--- config.mk ---
export PLATFORM = sky130hd
export DESIGN_NAME = power_fault_guard
export DESIGN_NICKNAME = d
export VERILOG_FILES = /design/src/rtl/pfg_pkg.sv /design/src/rtl/pfg_ema.sv /design/src/rtl/pfg_trip.sv /design/src/rtl/power_fault_guard.sv
export SDC_FILE = /design/constraint.sdc
export NUM_CORES = 2
export LEC_CHECK = 0
export ABC_AREA = 1
export BUFFER_PORTS_ARGS = -buffer_cell sky130_fd_sc_hd__buf_2
export CORE_UTILIZATION = 40
export CTS_BUF_LIST = sky130_fd_sc_hd__clkbuf_2 sky130_fd_sc_hd__clkbuf_4 sky130_fd_sc_hd__clkbuf_8
export DETAILED_ROUTE_END_ITERATION = 12
export GPL_ROUTABILITY_DRIVEN = 0
export GPL_TIMING_DRIVEN = 0
export HOLD_SLACK_MARGIN = 0.08
export PLACE_DENSITY = 0.59
export SLEW_MARGIN = 0
export SYNTH_ARGS = -nofsm -noshare
export SYNTH_HDL_FRONTEND = slang
export SYNTH_SLANG_ARGS = --single-unit
export TNS_END_PERCENT = 30
--- constraint.sdc ---
create_clock -name clk_i -period 12.1 [get_ports clk_i]
set_input_delay 0 -clock clk_i [delete_from_list [all_inputs] [get_ports clk_i]]
set_output_delay 0 -clock clk_i [all_outputs]
set_load 0.02 [all_outputs]
--- src/rtl/pfg_pkg.sv ---
// Types and constants shared by the power fault guard modules.
`timescale 1ns / 1ps
package pfg_pkg;

  typedef struct packed {
    logic signed [15:0] sample_current;
    logic [15:0]        sample_voltage;
    logic [31:0]        sample_time;
  } sample_t;

  typedef enum logic [1:0] {
    FAULT_NONE  = 2'd0,
    FAULT_OVER  = 2'd1,
    FAULT_UNDER = 2'd2
  } fault_e;

  typedef struct packed {
    fault_e             fault_event;
    logic signed [15:0] smoothed_current;
  } result_t;

  localparam int unsigned CfgIdxW  = 3;
  localparam int unsigned CfgDataW = 17;

  localparam logic [CfgIdxW-1:0] CFG_FILTER_COEF = 3'd0;
  localparam logic [CfgIdxW-1:0] CFG_OC_LIMIT    = 3'd1;
  localparam logic [CfgIdxW-1:0] CFG_OC_HOLD     = 3'd2;
  localparam logic [CfgIdxW-1:0] CFG_UV_LIMIT    = 3'd3;
  localparam logic [CfgIdxW-1:0] CFG_UV_HOLD     = 3'd4;

  localparam logic [16:0]        COEF_ONE        = 17'd65536;
  localparam logic signed [15:0] OC_LIMIT_RST    = 16'sd32767;
  localparam logic [15:0]        HOLD_RST        = 16'd100;
  localparam logic [15:0]        UV_LIMIT_RST    = 16'd0;
  localparam logic [15:0]        UV_FLOOR_MV     = 16'd500;

endpackage

--- src/rtl/pfg_ema.sv ---
// Exponential current smoother with Q16.16 state and rounded output.
`timescale 1ns / 1ps
module pfg_ema import pfg_pkg::*; #(
  parameter int unsigned TIME_BITS = 32
) (
  input  logic                 clk_i,
  input  logic                 rst_ni,
  input  logic                 step_i,
  input  logic signed [15:0]   current_i,
  input  logic [TIME_BITS-1:0] now_i,
  input  logic [16:0]          coef_i,
  output logic signed [31:0]   filt_o,
  output logic signed [15:0]   smooth_o
);

  logic                 seen_q;
  logic [TIME_BITS-1:0] prev_time_q;
  logic signed [31:0]   filt_q;

  logic [16:0]        coef;
  logic signed [17:0] coef_s;
  logic signed [31:0] raw_q16;
  logic signed [32:0] diff;
  logic signed [50:0] prod;
  logic signed [50:0] prod_rnd;
  logic signed [34:0] sum;
  logic signed [32:0] out_rnd;
  logic signed [16:0] out_whole;

  always_comb begin
    coef     = (coef_i > COEF_ONE) ? COEF_ONE : coef_i;
    coef_s   = $signed({1'b0, coef});
    raw_q16  = {current_i, 16'h0000};
    diff     = 33'(raw_q16) - 33'(filt_q);
    prod     = diff * coef_s;
    prod_rnd = prod + 51'sd32768;
    sum      = 35'(filt_q) + prod_rnd[50:16];
    if (!seen_q || now_i == prev_time_q) begin
      filt_o = raw_q16;
    end else begin
      filt_o = sum[31:0];
    end
    out_rnd   = 33'(filt_o) + 33'sd32768;
    out_whole = out_rnd[32:16];
    if (out_whole[16] != out_whole[15]) begin
      smooth_o = out_whole[16] ? 16'sh8000 : 16'sh7fff;
    end else begin
      smooth_o = out_whole[15:0];
    end
  end

  always_ff @(posedge clk_i or negedge rst_ni) begin
    if (!rst_ni) begin
      seen_q      <= 1'b0;
      prev_time_q <= '0;
      filt_q      <= '0;
    end else if (step_i) begin
      seen_q      <= 1'b1;
      prev_time_q <= now_i;
      filt_q      <= filt_o;
    end
  end

endmodule

--- src/rtl/pfg_trip.sv ---
// Persistence timer and one-shot latch for one fault condition.
`timescale 1ns / 1ps
module pfg_trip import pfg_pkg::*; #(
  parameter int unsigned TIME_BITS = 32
) (
  input  logic                 clk_i,
  input  logic                 rst_ni,
  input  logic                 step_i,
  input  logic                 cond_i,
  input  logic                 allow_i,
  input  logic [TIME_BITS-1:0] now_i,
  input  logic [15:0]          hold_i,
  output logic                 fire_o
);

  logic                 pending_q, pending_d;
  logic                 latched_q, latched_d;
  logic [TIME_BITS-1:0] start_q, start_d;
  logic [TIME_BITS-1:0] elapsed;

  always_comb begin
    start_d   = pending_q ? start_q : now_i;
    elapsed   = now_i - start_d;
    fire_o    = cond_i && !latched_q && allow_i && (elapsed >= TIME_BITS'(hold_i));
    pending_d = cond_i;
    latched_d = cond_i && (latched_q || fire_o);
  end

  always_ff @(posedge clk_i or negedge rst_ni) begin
    if (!rst_ni) begin
      pending_q <= 1'b0;
      latched_q <= 1'b0;
      start_q   <= '0;
    end else if (step_i) begin
      pending_q <= pending_d;
      latched_q <= latched_d;
      if (cond_i) begin
        start_q <= start_d;
      end
    end
  end

endmodule

--- src/rtl/power_fault_guard.sv ---
// Power fault guard top level: handshake registers, config registers, trip logic.
// One sample is taken per clock while the output is not stalled; a result passes
// from the input register through the smoothing multiply-add and the two trip
// timers into the result register. Throughput is one sample per cycle while the
// output is not stalled, set by that single compute stage, whose state updates as
// each result is registered. Configuration writes take effect on the next sample.
`timescale 1ns / 1ps
module power_fault_guard import pfg_pkg::*; #(
  parameter int unsigned TIME_BITS = 32
) (
  input  logic                clk_i,
  input  logic                rst_ni,
  input  logic                in_valid_i,
  output logic                in_stall_o,
  input  sample_t             in_data_i,
  output logic                out_valid_o,
  input  logic                out_stall_i,
  output result_t             out_data_o,
  input  logic                cfg_we_i,
  input  logic [CfgIdxW-1:0]  cfg_idx_i,
  input  logic [CfgDataW-1:0] cfg_wdata_i
);

  logic [16:0]        coef_q;
  logic signed [15:0] oc_limit_q;
  logic [15:0]        oc_hold_q;
  logic [15:0]        uv_limit_q;
  logic [15:0]        uv_hold_q;

  always_ff @(posedge clk_i or negedge rst_ni) begin
    if (!rst_ni) begin
      coef_q     <= COEF_ONE;
      oc_limit_q <= OC_LIMIT_RST;
      oc_hold_q  <= HOLD_RST;
      uv_limit_q <= UV_LIMIT_RST;
      uv_hold_q  <= HOLD_RST;
    end else if (cfg_we_i) begin
      case (cfg_idx_i)
        CFG_FILTER_COEF: coef_q     <= cfg_wdata_i;
        CFG_OC_LIMIT:    oc_limit_q <= cfg_wdata_i[15:0];
        CFG_OC_HOLD:     oc_hold_q  <= cfg_wdata_i[15:0];
        CFG_UV_LIMIT:    uv_limit_q <= cfg_wdata_i[15:0];
        CFG_UV_HOLD:     uv_hold_q  <= cfg_wdata_i[15:0];
        default: ;
      endcase
    end
  end

  // Input register and result register.
  logic    in_valid_q, in_valid_d;
  sample_t in_q;
  logic    out_valid_q, out_valid_d;
  result_t out_q, out_d;
  logic    step;
  logic    in_xfer;

  assign step        = in_valid_q && (!out_valid_q || !out_stall_i);
  assign in_stall_o  = in_valid_q && !step;
  assign in_xfer     = in_valid_i && !in_stall_o;
  assign in_valid_d  = in_xfer || (in_valid_q && !step);
  assign out_valid_d = step || (out_valid_q && out_stall_i);

  always_ff @(posedge clk_i or negedge rst_ni) begin
    if (!rst_ni) begin
      in_valid_q  <= 1'b0;
      out_valid_q <= 1'b0;
    end else begin
      in_valid_q  <= in_valid_d;
      out_valid_q <= out_valid_d;
    end
  end

  always_ff @(posedge clk_i) begin
    if (in_xfer) begin
      in_q <= in_data_i;
    end
    if (step) begin
      out_q <= out_d;
    end
  end

  // Compute stage.
  logic [TIME_BITS-1:0] now;
  logic signed [31:0]   filt;
  logic signed [15:0]   smooth;
  logic signed [31:0]   oc_thresh;
  logic                 over_cond;
  logic                 under_cond;
  logic                 over_fire;
  logic                 under_fire;

  assign now        = TIME_BITS'(in_q.sample_time);
  assign oc_thresh  = {oc_limit_q, 16'h0000};
  assign over_cond  = filt > oc_thresh;
  assign under_cond = (uv_limit_q != '0) && (in_q.sample_voltage > UV_FLOOR_MV)
                      && (in_q.sample_voltage < uv_limit_q);

  pfg_ema #(.TIME_BITS(TIME_BITS)) u_ema (
    .clk_i    (clk_i),
    .rst_ni   (rst_ni),
    .step_i   (step),
    .current_i(in_q.sample_current),
    .now_i    (now),
    .coef_i   (coef_q),
    .filt_o   (filt),
    .smooth_o (smooth)
  );

  pfg_trip #(.TIME_BITS(TIME_BITS)) u_trip_over (
    .clk_i  (clk_i),
    .rst_ni (rst_ni),
    .step_i (step),
    .cond_i (over_cond),
    .allow_i(1'b1),
    .now_i  (now),
    .hold_i (oc_hold_q),
    .fire_o (over_fire)
  );

  // Overcurrent takes precedence in the same sample.
  pfg_trip #(.TIME_BITS(TIME_BITS)) u_trip_under (
    .clk_i  (clk_i),
    .rst_ni (rst_ni),
    .step_i (step),
    .cond_i (under_cond),
    .allow_i(!over_fire),
    .now_i  (now),
    .hold_i (uv_hold_q),
    .fire_o (under_fire)
  );

  always_comb begin
    out_d.smoothed_current = smooth;
    if (over_fire) begin
      out_d.fault_event = FAULT_OVER;
    end else if (under_fire) begin
      out_d.fault_event = FAULT_UNDER;
    end else begin
      out_d.fault_event = FAULT_NONE;
    end
  end

  assign out_valid_o = out_valid_q;
  assign out_data_o  = out_q;

endmodule

* Yosys cells after proc, flatten, opt, wreduce, memory -nomap -nowiden
Index checks and enable logic that the tools add are counted.
Word-level totals: logic and storage cells 83, flip-flop bits (word level) 298, input bits 89
Operators by class: eq/ne operators 6, reductions and logical operators 36, magnitude comparators 6, multiply operators 1, multiplexer cells 7, add/subtract/negate cells 6
Operator list (number):
- $mux 32 | 3
- $ge 32x16->1 | 2
- $sub 32x32->32 | 2
- $add 48x17->48 const B | 1
- $mul 33x18->48 | 1
- $add 32x17->33 const B | 1
- $sub 32x32->33 | 1
- $add 32x32->32 | 1
- $eq 32x32->1 | 1
- $gt 32x32->1 | 1
- $mux 16 | 2
- $gt 17x17->1 const B | 1
- $mux 17 | 1
- $gt 16x9->1 const B | 1
- $lt 16x16->1 | 1
- $reduce_bool 16->1 | 1
- $reduce_and 2->1 | 7
- $logic_and 1x1->1 | 13
- $logic_not 1->1 | 8
- $eq 3x2->1 const B | 2
- $logic_or 1x1->1 | 6
- $eq 3x1->1 const B | 1
- $eq 3x3->1 const B | 1
- $logic_not 3->1 | 1
- 2 further kinds | 2

* Logic depth before layout (Yosys ltp)
depth after elaboration 14, mapped depth 67

* Cells and area by module
Synthesis repeated with hierarchy kept, for this count alone.
Unflattened totals: cells, all modules 5949, area, all modules 43126.4 sq um
By module, submodules not included:
- pfg_ema | times used 1, seq. area each 1626.6 sq um, area an instance 27014.7 sq um, cells each 3735
- pfg_trip | times used 2, seq. area each 850.8 sq um, area an instance 4670.7 sq um, cells each 834
- power_fault_guard | times used 1, seq. area each 4566.9 sq um, area an instance 6770.2 sq um, cells each 546

* Worst setup path after synthesis
OpenSTA, ideal clock, no wires.
path type reg2reg, start register u_ema.filt_q[0], end register u_trip_over.pending_q, arrival time 10.371 ns, buffers on the path 4, library setup time 0.138 ns, data required time 11.962 ns, setup slack 1.591 ns, cell stages (with the launch flop) 62, cells stage by stage dfrtp_1 -> buf_2 -> inv_1 -> clkbuf_1 -> ha_1 -> nand2_1 -> nor2_1 -> nand2_1 -> nor2_1 -> nand4_1 -> o21ai_1 -> inv_1 -> o21ai_2 -> nand2_1 -> nand2_1 -> a21oi_1 -> o21ai_2 -> xnor2_1 -> [... 26 more ...] -> a221oi_1 -> o221ai_1 -> a21oi_1 -> nand3_1 -> nand2_1 -> a21oi_2 -> ha_1 -> nand4_1 -> nor3_1 -> inv_1 -> o221ai_1 -> xor2_1 -> inv_1 -> nand2_1 -> nor2_1 -> inv_2 -> clkbuf_1 -> o21ai_0
On the way: longest elaborated chain between the ends 6
RTL lines:
- from (decl) | line pfg_ema.sv:18 | logic signed [31:0] filt_q;
- from (signal assigned) | line pfg_ema.sv:60 | filt_q <= filt_o;
- $sub 32x32->33 | line pfg_ema.sv:34 | diff = 33'(raw_q16) - 33'(filt_q);
- $mul 33x18->48 | line pfg_ema.sv:35 | prod = diff * coef_s;
- $add 48x17->48 | line pfg_ema.sv:36 | prod_rnd = prod + 51'sd32768;
- $add 32x32->32 * | line pfg_ema.sv:37 | sum = 35'(filt_q) + prod_rnd[50:16];
- $mux 32 * | line pfg_ema.sv:38 | if (!seen_q || now_i == prev_time_q) begin
- named net filt[31] | line power_fault_guard.sv:84 | logic signed [31:0] filt;
- $gt 32x32->1 * | line power_fault_guard.sv:94 | assign over_cond = filt > oc_thresh;
- to (signal assigned) | line pfg_trip.sv:35 | pending_q <= pending_d;
- to (decl) | line pfg_trip.sv:16 | logic pending_q, pending_d;
Mark *: on every way through the listed nets, which the timed path passes. The rest lies on a longest branch. A chain may end at the register's enable or synchronous reset.

* Worst setup path in the final report
start register coef_q[16], end register u_trip_over.start_q[29]
On the way: longest elaborated chain between the ends 8
RTL lines:
- from (decl) | line power_fault_guard.sv:24 | logic [16:0] coef_q;
- from (signal assigned) | line power_fault_guard.sv:39 | CFG_FILTER_COEF: coef_q <= cfg_wdata_i;
- $gt 17x17->1 | line pfg_ema.sv:31 | coef = (coef_i > COEF_ONE) ? COEF_ONE : coef_i;
- $mux 17 * | line pfg_ema.sv:31
- $mul 33x18->48 * | line pfg_ema.sv:35
- $add 48x17->48 * | line pfg_ema.sv:36
- $add 32x32->32 * | line pfg_ema.sv:37
- $mux 32 * | line pfg_ema.sv:38
- named net filt[28] | line power_fault_guard.sv:84
- $gt 32x32->1 * | line power_fault_guard.sv:94
- $reduce_and 2->1 (no source line) *
- to (signal assigned) | line pfg_trip.sv:38 | start_q <= start_d;
- to (decl) | line pfg_trip.sv:18 | logic [TIME_BITS-1:0] start_q, start_d;
Marks and branches as above.

==> reports/metrics.yaml <==
worst_setup_path_end_kind: "register"
synth_cell_type_count: 62
netlist_area_sq_um: 40300
vias: 35600
synthCells: 5216
routed_wl_um: 135000
syn_nets: 6142
synth_top_family_by_area: "adder cells"
synthSimpleGateAreaFrac: 0.210
numCtsBuffers: 49
synth_edf_count: 82
grt_pass1_wl_um: 208000
cp.required_ps: 12630
cpPeakStageDelay_ps: 730
final_core_util: 0.466
dr.pass1.iters: 6
worst_r2r_startpoint: "coef_q[16]"
crit_arrival_ps: 12270
htree_levels: 2
fp.dieArea_sq_um: 102000
period_share: 0.970
ys_seq_area_frac: 0.196
synth-xor-area-share: 0.0317
setup_viol: 0
async_reset_ff_frac: 0.725
io_buffers: 108
r2r_slack_ps: 360
synth_fa_ha_area_frac: 0.356
synth.avg_cell_area_sq_um: 7.74
cp-start-kind: "register"
path_class: "register to register"
layout-drive-gt1-share: 0.0991
drc_errors: 0
ys_warn_count: 0
clock.fmax_ghz: 0.0852
worst_pin_slew_ps: 1170
fp-row-count: 116
slew_headroom: 0.213
crit_start: "coef_q[16]"
synth-seq-cells: 298
wl_per_cell_um: 19.5
num_io_pins: 109
finalHoldViolCount: 0
period_minus_slack_ps: 11740
cts.sinks: 298
clk_pin_slew_worst_paths_ps: 70
area_growth_pct: 15.4
grt-ovfl-total: 0
cpMostUsedCell: "nand2_1"
grt_pass1_vias: 36100
clock-root-buffer: "clkbuf_8"
status: "finished, final reports clean"
drv_cap: 0
vias_per_cell: 5.15
cp_max_fo: 10
clock_path_buffers: 3
die_y_um: 320
die_w_um: 320
antenna_found_initial: 4
core_sq_um: 100000
yosys-top-cells-area: "fa_1 (26%), dfrtp_1 (12%), nand2_1 (10%)"
synth_top_area_share: 0.257
grt_max_degree: 113
worst_hold_startpoint: "in_data_i[31]"
synth_compound_area_frac: 0.0914
hp-class: "primary input to register"
grt_usage: 0.266
place_hpwl_um: 109000
yosysTopAreaCell: "fa_1"
initial_core_util: 0.403
synthMuxAreaShare: 0.00397
nets: 6498
cpMaxStageDelayCell: "dfstp_2"
drtAntennaViolNets: 0
insertion_delay_ps: 640
cts_tree: "built"
drv_slew: 0
drt_iter0_markers: 2501
ys.flop_type: "dfrtp_1"
fin_skew_ps: 43.5
state kept, by name, indices dropped and copies added (netlist names), 16 cells and up:
signal and cells:
coef_q 17, in_q 32, now 32, oc_hold_q 16, oc_limit_q 16, out_data_o 18
u_ema.filt_q 32, u_ema.prev_time_q 32, u_trip_over.start_q 32, u_trip_under.start_q 32, uv_hold_q 16, uv_limit_q 16
per-layer routing:
metal  track usage  vias up  part of all wire
met5             0        -          0.000059
li1              -    16800                 -
met2         0.443     1291              0.47
met1         0.345    17200              0.41
met3        0.0400      303             0.071
met4         0.112        2             0.050
worst paths after layout:
| path | endpoint | depth (start not counted) |
|---|---|---|
| worst max-delay path | u_trip_over.start_q[29] | 47 |
| worst min-delay path | now[31] | 2 |
| worst max register to register | u_trip_over.start_q[29] | 47 |
| worst min register to register | u_trip_over.start_q[23] | 2 |
| max in group asynchronous | uv_limit_q[6] | 4 |
| min in group asynchronous | in_valid_q | 3 |
timing repair:
item	in CTS	in global routing
pin swaps	12	41
hold buffers	144	0
endpoints found under the hold margin	261	0
setup buffers	14	40
setup endpoints to repair	52	52
resized for setup	70	197
synth_stat cells (12+ instances only):
cell type,count
a21oi_1,209
mux2i_1,16
o21ai_0,334
nand3_1,143
a21o_1,17
or2_2,18
o21bai_1,14
inv_2,30
o21ai_1,19
fa_1,518
clkbuf_1,113
nor3_1,37
nand2_1,1099
edfxtp_1,82
xnor2_1,57
xor2_1,89
nand4_1,48
a31oi_1,15
dfrtp_1,194
nand2_2,12
clkinv_1,13
o21a_1,14
nor2_1,636
dfstp_2,22
ha_1,319
inv_1,1008
area by class of cell:
cell class                      instances  area (sq um)
Timing Repair Buffer                  308          2510
Clock buffer                           75           938
Buffer                                129           658
Clock inverter                         16           160
Antenna cell                            5          12.5
Fill cell                            9857         53400
Sequential cell                       298          7900
Multi-Input combinational cell       3734         28800
Inverter                             1052          3990
Tap cell                             1298          1620
kinds of logic after synthesis:
family / Yosys count
fa+ha+maj: 837
compound gates: 673
simple gates: 2062
mux: 16
buf+inv: 1184
xor+xnor: 146
flops: 298
worst max-delay path, delay by kind of cell, from the launching register on:
kind	cells	cell delay, ps
buffers and inverters	10	2170
flip-flops	1	730
adder cells (fa/ha/maj)	10	4570
AO/OA/AOI/OAI	5	1020
AND/OR/NAND/NOR	20	2730
XOR/XNOR	2	360
per-stage QoR:
step	hold WS [ps]	setup WS, ps	cell area [sq um]	setup TNS [ps]	std cells
floorplan	-296	1590	40300	0	5216
global placement	178	-1900	42500	-69750	6622
finish	103	357	46600	0	6915
CTS	80.2	2.64	45600	0	6872
global route	94.2	-76.7	46600	-1000	6912
detailed placement	145	-1970	42600	-71280	6624
layout by cell type (no fill, tap or decap), types with 22 or more instances in the layout:
master,n
a21oi_1,194
buf_2,112
buf_4,52
clkbuf_1,86
clkbuf_8,62
dfrtp_1,194
dfstp_2,22
dlygate4sd3_1,143
edfxtp_1,82
fa_1,511
ha_1,303
inv_1,1002
inv_2,33
nand2_1,1082
nand2_2,26
nand3_1,141
nand4_1,48
nor2_1,606
nor2_2,25
nor2_4,23
nor3_1,32
o21ai_0,328
o21ai_1,22
xnor2_1,53
xor2_1,76
Power is not shown: default switching activity piles up to over one toggle a cycle in this logic, so the estimate is an artifact.
